<file path="src/rtl/lkxc_pkg.sv">
// Package: shared types, register codes and keystream constants of the XOR cipher.
`timescale 1ns / 1ps
package lkxc_pkg;

  localparam int unsigned ADDR_W = 3;
  localparam int unsigned DATA_W = 32;

  localparam logic [31:0] LCG_MUL      = 32'd214013;
  localparam logic [31:0] LCG_ADD      = 32'd2531011;
  localparam int unsigned TEMPER_SHIFT = 15;

  typedef enum logic [1:0] {
    MODE_BYTE   = 2'd0,
    MODE_HALF   = 2'd1,
    MODE_WORD   = 2'd2,
    MODE_STREAM = 2'd3
  } mode_t;

  // Register select is address bit 2 (registers at byte addresses 0 and 4).
  typedef enum logic {
    REG_MODE = 1'b0,
    REG_KEY  = 1'b1
  } reg_sel_t;

  typedef struct packed {
    logic [7:0] data_byte;
    logic       end_of_message;
  } msg_t;

  typedef struct packed {
    logic [7:0] coded_byte;
    logic       last_out;
  } res_t;

  typedef struct packed {
    mode_t       mode;
    logic [31:0] key;
  } cfg_t;

  typedef struct packed {
    logic [7:0] data_byte;
    logic       last;
    logic [1:0] lane;
    logic       start;
  } cmd_t;

endpackage

</file>
<file path="src/rtl/lkxc_regs.sv">
// Configuration registers: mode and key, behind an APB-style port.
`timescale 1ns / 1ps
module lkxc_regs import lkxc_pkg::*; (
  input  logic              clk,
  input  logic              rst,
  input  logic              psel,
  input  logic              penable,
  input  logic              pwrite,
  input  logic [ADDR_W-1:0] paddr,
  input  logic [DATA_W-1:0] pwdata,
  output logic [DATA_W-1:0] prdata,
  output logic              pready,
  output cfg_t              cfg
);

  logic     wr_en;
  reg_sel_t sel;

  assign pready = 1'b1;
  assign wr_en  = psel && penable && pwrite;
  assign sel    = reg_sel_t'(paddr[2]);

  always_ff @(posedge clk) begin
    if (rst) begin
      cfg.mode <= MODE_BYTE;
      cfg.key  <= '0;
    end else if (wr_en) begin
      case (sel)
        REG_MODE: cfg.mode <= mode_t'(pwdata[1:0]);
        REG_KEY:  cfg.key  <= pwdata;
        default:  cfg.key  <= cfg.key;
      endcase
    end
  end

  always_comb begin
    case (sel)
      REG_MODE: prdata = {{(DATA_W-2){1'b0}}, cfg.mode};
      REG_KEY:  prdata = cfg.key;
      default:  prdata = '0;
    endcase
  end

endmodule

</file>
<file path="src/rtl/lkxc_front.sv">
// Front end: accepts message bytes and tags each with its lane and message start.
`timescale 1ns / 1ps
module lkxc_front import lkxc_pkg::*; (
  input  logic clk,
  input  logic rst,
  input  logic push,
  input  msg_t message,
  output logic full,
  input  logic q_full,
  output logic q_push,
  output cmd_t cmd
);

  logic       message_open;
  logic [1:0] lane;
  logic [1:0] lane_now;

  assign full     = q_full;
  assign q_push   = push && !q_full;
  assign lane_now = message_open ? lane : 2'd0;

  always_comb begin
    cmd.data_byte = message.data_byte;
    cmd.last      = message.end_of_message;
    cmd.lane      = lane_now;
    cmd.start     = !message_open;
  end

  always_ff @(posedge clk) begin
    if (rst) begin
      message_open <= 1'b0;
      lane         <= 2'd0;
    end else if (q_push) begin
      // close the message and rewind the lane on its last byte
      message_open <= !message.end_of_message;
      lane         <= message.end_of_message ? 2'd0 : lane_now + 2'd1;
    end
  end

endmodule

</file>
<file path="src/rtl/lkxc_cmd_queue.sv">
// Two-entry queue of tagged bytes between front end and back end.
`timescale 1ns / 1ps
module lkxc_cmd_queue import lkxc_pkg::*; (
  input  logic clk,
  input  logic rst,
  input  logic push,
  input  cmd_t cmd_in,
  output logic full,
  input  logic pop,
  output cmd_t cmd_out,
  output logic empty
);

  cmd_t       mem [2];
  logic       wr_ptr;
  logic       rd_ptr;
  logic [1:0] count;
  logic       do_push;
  logic       do_pop;

  assign full    = (count == 2'd2);
  assign empty   = (count == 2'd0);
  assign do_push = push && !full;
  assign do_pop  = pop && !empty;
  assign cmd_out = mem[rd_ptr];

  always_ff @(posedge clk) begin
    if (do_push) begin
      mem[wr_ptr] <= cmd_in;
    end
  end

  always_ff @(posedge clk) begin
    if (rst) begin
      wr_ptr <= 1'b0;
      rd_ptr <= 1'b0;
      count  <= 2'd0;
    end else begin
      if (do_push) wr_ptr <= !wr_ptr;
      if (do_pop)  rd_ptr <= !rd_ptr;
      case ({do_push, do_pop})
        2'b10:   count <= count + 2'd1;
        2'b01:   count <= count - 2'd1;
        default: count <= count;
      endcase
    end
  end

endmodule

</file>
<file path="src/rtl/lkxc_back.sv">
// Back end: keystream generator, key byte select, XOR and result queue.
`timescale 1ns / 1ps
module lkxc_back import lkxc_pkg::*; (
  input  logic clk,
  input  logic rst,
  input  cfg_t cfg,
  input  cmd_t cmd,
  input  logic cmd_empty,
  output logic cmd_pop,
  input  logic pop,
  output logic empty,
  output res_t result
);

  logic [31:0] seed;
  logic [31:0] ks_word;
  logic [31:0] seed_base;
  logic [31:0] seed_adv;
  logic [31:0] word_adv;
  logic [31:0] word_now;
  logic [7:0]  key_byte;
  res_t        res_new;

  res_t        out_mem [2];
  logic        out_wr;
  logic        out_rd;
  logic [1:0]  out_cnt;
  logic        out_full;
  logic        out_pop;

  assign out_full = (out_cnt == 2'd2);
  assign empty    = (out_cnt == 2'd0);
  assign out_pop  = pop && !empty;
  assign cmd_pop  = !cmd_empty && !out_full;
  assign result   = out_mem[out_rd];

  // reload the seed at message start, advance it at every lane 0
  always_comb begin
    seed_base = cmd.start ? cfg.key : seed;
    seed_adv  = seed_base * LCG_MUL + LCG_ADD;
    word_adv  = seed_adv ^ (seed_adv >> TEMPER_SHIFT);
    word_now  = (cmd.lane == 2'd0) ? word_adv : ks_word;
  end

  always_comb begin
    case (cfg.mode)
      MODE_BYTE:   key_byte = cfg.key[7:0];
      MODE_HALF:   key_byte = cmd.lane[0] ? cfg.key[15:8] : cfg.key[7:0];
      MODE_WORD:   key_byte = cfg.key[{cmd.lane, 3'b000} +: 8];
      MODE_STREAM: key_byte = word_now[{cmd.lane, 3'b000} +: 8];
      default:     key_byte = cfg.key[7:0];
    endcase
    res_new.coded_byte = cmd.data_byte ^ key_byte;
    res_new.last_out   = cmd.last;
  end

  always_ff @(posedge clk) begin
    if (cmd_pop && (cmd.lane == 2'd0)) begin
      seed    <= seed_adv;
      ks_word <= word_adv;
    end
  end

  always_ff @(posedge clk) begin
    if (cmd_pop) begin
      out_mem[out_wr] <= res_new;
    end
  end

  always_ff @(posedge clk) begin
    if (rst) begin
      out_wr  <= 1'b0;
      out_rd  <= 1'b0;
      out_cnt <= 2'd0;
    end else begin
      if (cmd_pop) out_wr <= !out_wr;
      if (out_pop) out_rd <= !out_rd;
      case ({cmd_pop, out_pop})
        2'b10:   out_cnt <= out_cnt + 2'd1;
        2'b01:   out_cnt <= out_cnt - 2'd1;
        default: out_cnt <= out_cnt;
      endcase
    end
  end

endmodule

</file>
<file path="src/rtl/lcg_keystream_xor_cipher.sv">
// Top level: XOR byte cipher with fixed keys or an LCG keystream.
//
//   channel   handshake          payload
//   input     push / full        message (data_byte, end_of_message)
//   result    pop / empty        result  (coded_byte, last_out)
//   config    psel/penable/...   pwdata: mode at 0x0, key at 0x4
//
// One byte per cycle sustained while results are popped; the one multiply-add of
// the generator sits in the back end and sets the cycle. Each byte passes the
// command queue, then the result queue. Reset (rst, synchronous) empties both
// queues, closes any open message and sets mode and key to zero. Two-entry queues
// on each side let input keep flowing while a finished result waits for pop.
`timescale 1ns / 1ps
module lcg_keystream_xor_cipher import lkxc_pkg::*; (
  input  logic              clk,
  input  logic              rst,
  input  logic              psel,
  input  logic              penable,
  input  logic              pwrite,
  input  logic [ADDR_W-1:0] paddr,
  input  logic [DATA_W-1:0] pwdata,
  output logic [DATA_W-1:0] prdata,
  output logic              pready,
  input  logic              push,
  input  msg_t              message,
  output logic              full,
  input  logic              pop,
  output logic              empty,
  output res_t              result
);

  cfg_t cfg;
  cmd_t cmd_in;
  cmd_t cmd_out;
  logic q_full;
  logic q_push;
  logic q_empty;
  logic q_pop;

  lkxc_regs u_regs (
    .clk     (clk),
    .rst     (rst),
    .psel    (psel),
    .penable (penable),
    .pwrite  (pwrite),
    .paddr   (paddr),
    .pwdata  (pwdata),
    .prdata  (prdata),
    .pready  (pready),
    .cfg     (cfg)
  );

  lkxc_front u_front (
    .clk     (clk),
    .rst     (rst),
    .push    (push),
    .message (message),
    .full    (full),
    .q_full  (q_full),
    .q_push  (q_push),
    .cmd     (cmd_in)
  );

  lkxc_cmd_queue u_queue (
    .clk     (clk),
    .rst     (rst),
    .push    (q_push),
    .cmd_in  (cmd_in),
    .full    (q_full),
    .pop     (q_pop),
    .cmd_out (cmd_out),
    .empty   (q_empty)
  );

  lkxc_back u_back (
    .clk       (clk),
    .rst       (rst),
    .cfg       (cfg),
    .cmd       (cmd_out),
    .cmd_empty (q_empty),
    .cmd_pop   (q_pop),
    .pop       (pop),
    .empty     (empty),
    .result    (result)
  );

endmodule

</file>
<file path="config.mk">
export PLATFORM = sky130hd
export DESIGN_NAME = lcg_keystream_xor_cipher
export DESIGN_NICKNAME = d
export VERILOG_FILES = /design/src/rtl/lkxc_pkg.sv /design/src/rtl/lkxc_regs.sv /design/src/rtl/lkxc_front.sv /design/src/rtl/lkxc_cmd_queue.sv /design/src/rtl/lkxc_back.sv /design/src/rtl/lcg_keystream_xor_cipher.sv
export SDC_FILE = /design/constraint.sdc
export NUM_CORES = 1
export LEC_CHECK = 0
export BUFFER_PORTS_ARGS = -buffer_cell sky130_fd_sc_hd__buf_2
export CAP_MARGIN = 20
export CELL_PAD_IN_SITES_DETAIL_PLACEMENT = 0
export CELL_PAD_IN_SITES_GLOBAL_PLACEMENT = 2
export CORE_MARGIN = 4
export CORE_UTILIZATION = 35
export DETAILED_ROUTE_END_ITERATION = 10
export HOLD_SLACK_MARGIN = 0.12
export PLACE_DENSITY = 0.76
export SLEW_MARGIN = 10
export SYNTH_ARGS = -nofsm -noshare
export SYNTH_HDL_FRONTEND = slang
export SYNTH_SLANG_ARGS = --single-unit
</file>
<file path="constraint.sdc">
create_clock -name clk -period 8.35 [get_ports clk]
set_clock_uncertainty 0.1 [all_clocks]
set_input_delay 0.835 -clock clk [delete_from_list [all_inputs] [get_ports clk]]
set_output_delay 0.835 -clock clk [all_outputs]
set_load 0.01 [all_outputs]
</file>
Yosys cells after proc, flatten, opt, wreduce, memory -nomap -nowiden
Memory sizes are Yosys's and may differ from the RTL's. A register that Yosys moved wholly into a read port is not among the register bits.
Index checks and enable logic that the tools add are counted.
{"block": "word_totals", "register_bits": 109, "n_memories": 2, "ramBits": 42, "latch_bits": 0, "mem_bits_ro": 0, "wordCells": 78, "output_inout_bits": 44, "inputBits": 51}
{"memory": "u_queue.mem", "words": 2, "word_bits": 12, "rd": 1, "rd_ports_with_merged_regs": 1, "write_ports": 1, "line_no": "lkxc_cmd_queue.sv:14", "source": "cmd_t mem [2];"}
{"memory": "u_back.out_mem", "words": 2, "word_bits": 9, "rd": 1, "rd_ports_with_merged_regs": 1, "write_ports": 1, "line_no": "lkxc_back.sv:24", "source": "res_t out_mem [2];"}
{"block": "classes", "magnitude_cmp": 0, "eq_ne": 9, "n_div": 0, "add_sub_neg": 6, "mul": 1, "n_shift": 2, "n_bitwise": 3, "reduce_logical": 26, "muxes": 17}
{"operator": "$mux W32", "n": 2}
{"operator": "$pmux W32 S2", "n": 1}
{"operator": "$shiftx A32 B6 Y8", "n": 2}
{"operator": "$add A32 B22 Y32 const B", "n": 1}
{"operator": "$mul A32 B18 Y32 const B", "n": 1}
{"operator": "$pmux W8 S4", "n": 1}
{"operator": "$xor A32 B17 Y32", "n": 1}
{"operator": "$eq A2 B2 Y1 const B", "n": 6}
{"operator": "$logic_not A1 Y1", "n": 10}
{"operator": "$logic_and A1 B1 Y1", "n": 8}
{"operator": "$logic_not A2 Y1", "n": 4}
{"operator": "$mux W1", "n": 8}
{"operator": "$mux W8", "n": 1}
{"operator": "$pmux W2 S2", "n": 2}
{"operator": "$xor A8 B8 Y8", "n": 1}
{"operator": "$add A2 B1 Y2 const B", "n": 3}
{"operator": "$eq A2 B1 Y1 const B", "n": 3}
{"operator": "$mux W2", "n": 2}
{"operator": "$reduce_and A2 Y1", "n": 2}
{"operator": "$reduce_bool A2 Y1", "n": 2}
{"operator": "$sub A2 B1 Y2 const B", "n": 2}
{"operator": "$not A1 Y1", "n": 1}

Depth between registers and ports, before layout
{"block": "logic_depth", "word_depth": 8, "depth_mapped": 29, "ltp_nobuf": 26}

Cells and area by module
A second synthesis with hierarchy kept.
{"block": "hier_totals", "hier_cells": 1461, "hier_area_um2": 15051.9}
{"mod": "lkxc_back", "area_per_inst_um2": 11922.7, "instances": 1, "cells_each": 1185, "seq_area_each_um2": 1871.8}
{"mod": "lkxc_regs", "area_per_inst_um2": 1783.0, "instances": 1, "cells_each": 184, "seq_area_each_um2": 680.7}
{"mod": "lkxc_cmd_queue", "area_per_inst_um2": 1084.8, "instances": 1, "cells_each": 63, "seq_area_each_um2": 820.8}
{"mod": "lkxc_front", "area_per_inst_um2": 261.5, "instances": 1, "cells_each": 29, "seq_area_each_um2": 60.1}

Worst setup path after synthesis
Ideal clock, no wire load.
{"block": "synth_path", "path_type": "flip-flop to flip-flop", "from": "register with a tool-made name", "to": "register u_back.ks_word[15] (data pin)", "path_buffers": 4, "setup_time_ns": 0.266, "required_time_ns": 7.984, "arrival_time_ns": 7.446, "period_less_slack_ns": 7.812, "path_stages_with_launch": 29, "setup_slack_ns": 0.538, "path_cell_list": "dfxtp_1 buf_4 mux2i_4 clkbuf_1 clkbuf_1 mux2i_1 inv_1 ha_1 inv_1 fa_1 inv_1 fa_1 inv_1 fa_1 inv_1 fa_1 inv_1 fa_1 inv_1 ha_1 buf_2 and3_1 nand3_1 a211o_2 a2111oi_4 nor2_2 o311ai_0 o211ai_2 xor2_1"}
{"element": "end signal: assignment", "line_no": "lkxc_back.sv:60", "source": "ks_word <= word_adv;"}
{"element": "end: declaration", "line_no": "lkxc_back.sv:16", "source": "logic [31:0] ks_word;"}

==> results.tsv <==
metric	value	unit
I/O pin count	95	
Synth area leader	fa_1	
Top FF cell, synth	edfxtp_1	
Final min period	7.93	ns
grt ovf	0	
number of synthesized flops with an enable pin	83	
R2R Path End	u_back.out_mem[0][3]	
drt pass-1 iters	4	
arrival time worst endpoint	7.97	ns
Syn Nets	1842	
worst skew pair latency	0.42	ns
initial antenna violation count	0	
final net count	1928	
wire per inst	18.4	µm
Synth Warn #	0	
Clock Tree Root	clkbuf_16	
cts bufs inserted	17	
normalized max-slew margin	31.3	%
Synth top area share	24.6	%
final setup fails	0	
H-Tree Depth	4	
first-pass GRT wire length	60800	µm
vias	10100	
Worst Reg-to-Reg Cells	25	
hold_sp	u_regs.cfg[23]	
status	finished clean	
Storage cell area	3430	µm²
pin count of the biggest net entering global routing	48	
CP required	8.39	ns
Fill cells	4143	
core area	40900	µm²
number of core rows	74	
clock sink total	130	
DIE AREA	44700	µm²
Post-Route WL	38800	µm
Seq/Total Area, Yosys	23.7	%
synth cell count leaders	inv_1, fa_1, ha_1, nand2_1, edfxtp_1	
Post-DP HPWL	32700	µm
RSZ-0062 raised after global routing	no	
Slew @ Worst Pin	1.03	ns
largest cells by area after synthesis	fa_1, edfxtp_1, ha_1, inv_1, dfxtp_1	
DR iter-0 viols	662	
type of origin of the critical path	flip-flop	
Post-synth ARST share	0	%
vias in the first global route	10600	
internal reg-to-reg setup slack	0.42	ns
DR DRC count	0	
Final Max Tran Viols	0	
crit path kind	reg -> reg	
GPL Wtd Cong	0.826	
Post-Syn Instances	1473	
Multi-input gate area	9590	µm²
Hold Crit Depth	2	
Worst Hold Class	reg -> reg	
Worst setup EP type	flip-flop	
Max-Cap Viols	0	
Distinct cells, synth	74	
Initial Util	35.4	%
hold-critical path endpoint	u_regs.cfg[23]	
final antenna-violating net count	0	
Synth-to-Final Area Change	11.9	%
share of cells above drive strength 1	12.7	%
fin crit share	94.9	%
Die Width	212	µm
total track usage	17.7	%
Hold Vio Cnt, Final	0	
CTS tree	done	
top-count cell post-synth	inv_1	
Worst-path clk slew	0.06	ns
Fmax	126	MHz
Syn Std Cell Area	14500	µm²
Die Ht	212	µm
setup_tns	0	ns
Vias per Instance	4.79	
antenna cell count	0	
crit path max fanout	9	
CTS Buffer Depth	2	
Yosys reg bits	130	
Avg Cell Area, Syn	9.84	µm²
Buffers on Ports	91	
Post-CTS Setup Bufs	0	
-- final cells by class --
class	count	area share [%]
multi-input combinational	948	59.1
tap	532	4.10
inverter	351	8.12
sequential	130	21.2
clock inverter	11	0.787
clock buffer	21	2.85
timing repair buffer	111	3.86
-- how the worst max path moves through the flow --
stage,slack [ns],cells after the start,end
final,0.42,25,u_back.out_mem[0][3]
after global routing,0.02,25,u_back.out_mem[0][2]
after CTS,0.28,25,u_back.out_mem[0][3]
after detailed placement,0.30,25,u_back.out_mem[1][3]
after global placement,0.42,25,u_back.out_mem[0][3]
after floorplan,0.54,28,u_back.ks_word[15]
-- flip-flops by register name (all words and copies together) (netlist names), named ones only --
register and count:
u_queue.count 2, u_front.message_open 1, u_back.ks_word 24, u_queue.wr_ptr 1, u_regs.cfg 34, u_queue.mem 24, u_back.seed 17, u_back.out_mem 18
u_queue.rd_ptr 1, u_back.out_wr 1, u_front.lane 2, u_back.out_cnt 2, u_back.out_rd 1
-- cell families (layout without fill, tap and decap cells) --
group / count (synthesis) / in the layout / share of synthesized area [%]
mux: 79 / 79 / 6.10
flops: 130 / 130 / 23.7
compound gates: 174 / 174 / 7.99
xor+xnor: 92 / 92 / 6.00
simple gates: 284 / 284 / 9.23
buf+inv: 395 / 494 / 10.3
fa+ha+maj: 318 / 318 / 36.7
other cells: 1 / 1 / 0.0259
-- per-layer routing --
layer	share of wire, %	wire, µm	GRT usage (%)	vias up
met1	47	18400	25.4	5003
met4	1.1	438	3.27	0
met2	48	18800	29.5	178
li1	-	-	-	4879
met3	3.1	1200	1.72	27
met5	0	0	0	-
-- worst max-delay path, cell delays in order (launching register included) --
cell	delay, ns
dfxtp_1	0.38
mux2i_4	0.38
buf_4	0.25
mux2_2	0.45
inv_1	0.17
ha_1	0.29
ha_1	0.20
or2_2	0.32
inv_1	0.18
fa_1	0.41
inv_1	0.08
fa_1	0.42
ha_1	0.28
inv_1	0.05
fa_1	0.49
fa_1	0.49
inv_1	0.05
ha_1	0.37
and4_1	0.24
a221oi_4	0.43
a21oi_1	0.25
nor3b_1	0.49
xnor3_1	0.21
nor2_1	0.04
o21ai_0	0.43
xnor2_1	0.18
-- cells in the final DEF, fill, tap and decap left out, types with 4 or more instances in the layout --
cell type,count
a211oi_1,9
a21o_1,14
a21oi_1,73
a31oi_1,8
and2_1,40
and3_1,9
buf_2,91
buf_4,18
clkbuf_16,18
clkinv_4,4
dfxtp_1,47
edfxtp_1,83
fa_1,178
ha_1,140
inv_1,351
mux2_2,41
mux2i_1,34
nand2_1,118
nand2b_1,6
nand3_1,23
nand4_1,7
nor2_1,46
nor2b_1,5
nor3_1,12
o211ai_1,7
o21ai_0,20
or3_1,5
xnor2_1,58
xor2_1,29
-- through the flow --
| stage | utilization [%] | hold slack [ns] | std cells | instance area [µm²] | worst slack [ns] |
|---|---|---|---|---|---|
| floorplan | - | 0.351 | 1473 | 14500 | 0.538 |
| global placement | 38.1 | 0.378 | 2069 | 15600 | 0.417 |
| detailed placement | 38.1 | 0.388 | 2071 | 15600 | 0.300 |
| CTS | 39.6 | 0.394 | 2103 | 16200 | 0.283 |
| global route | 39.6 | 0.420 | 2104 | 16200 | 0.0160 |
| finish | 39.6 | 0.387 | 2104 | 16200 | 0.425 |
-- timing repair --
action,4_1_cts,5_1_grt
gates resized for setup,0,1
endpoints found under the setup margin,0,3
hold buffers,0,0
Power is not shown: default switching activity piles up to over one toggle a cycle in this logic, so the estimate is an artifact.
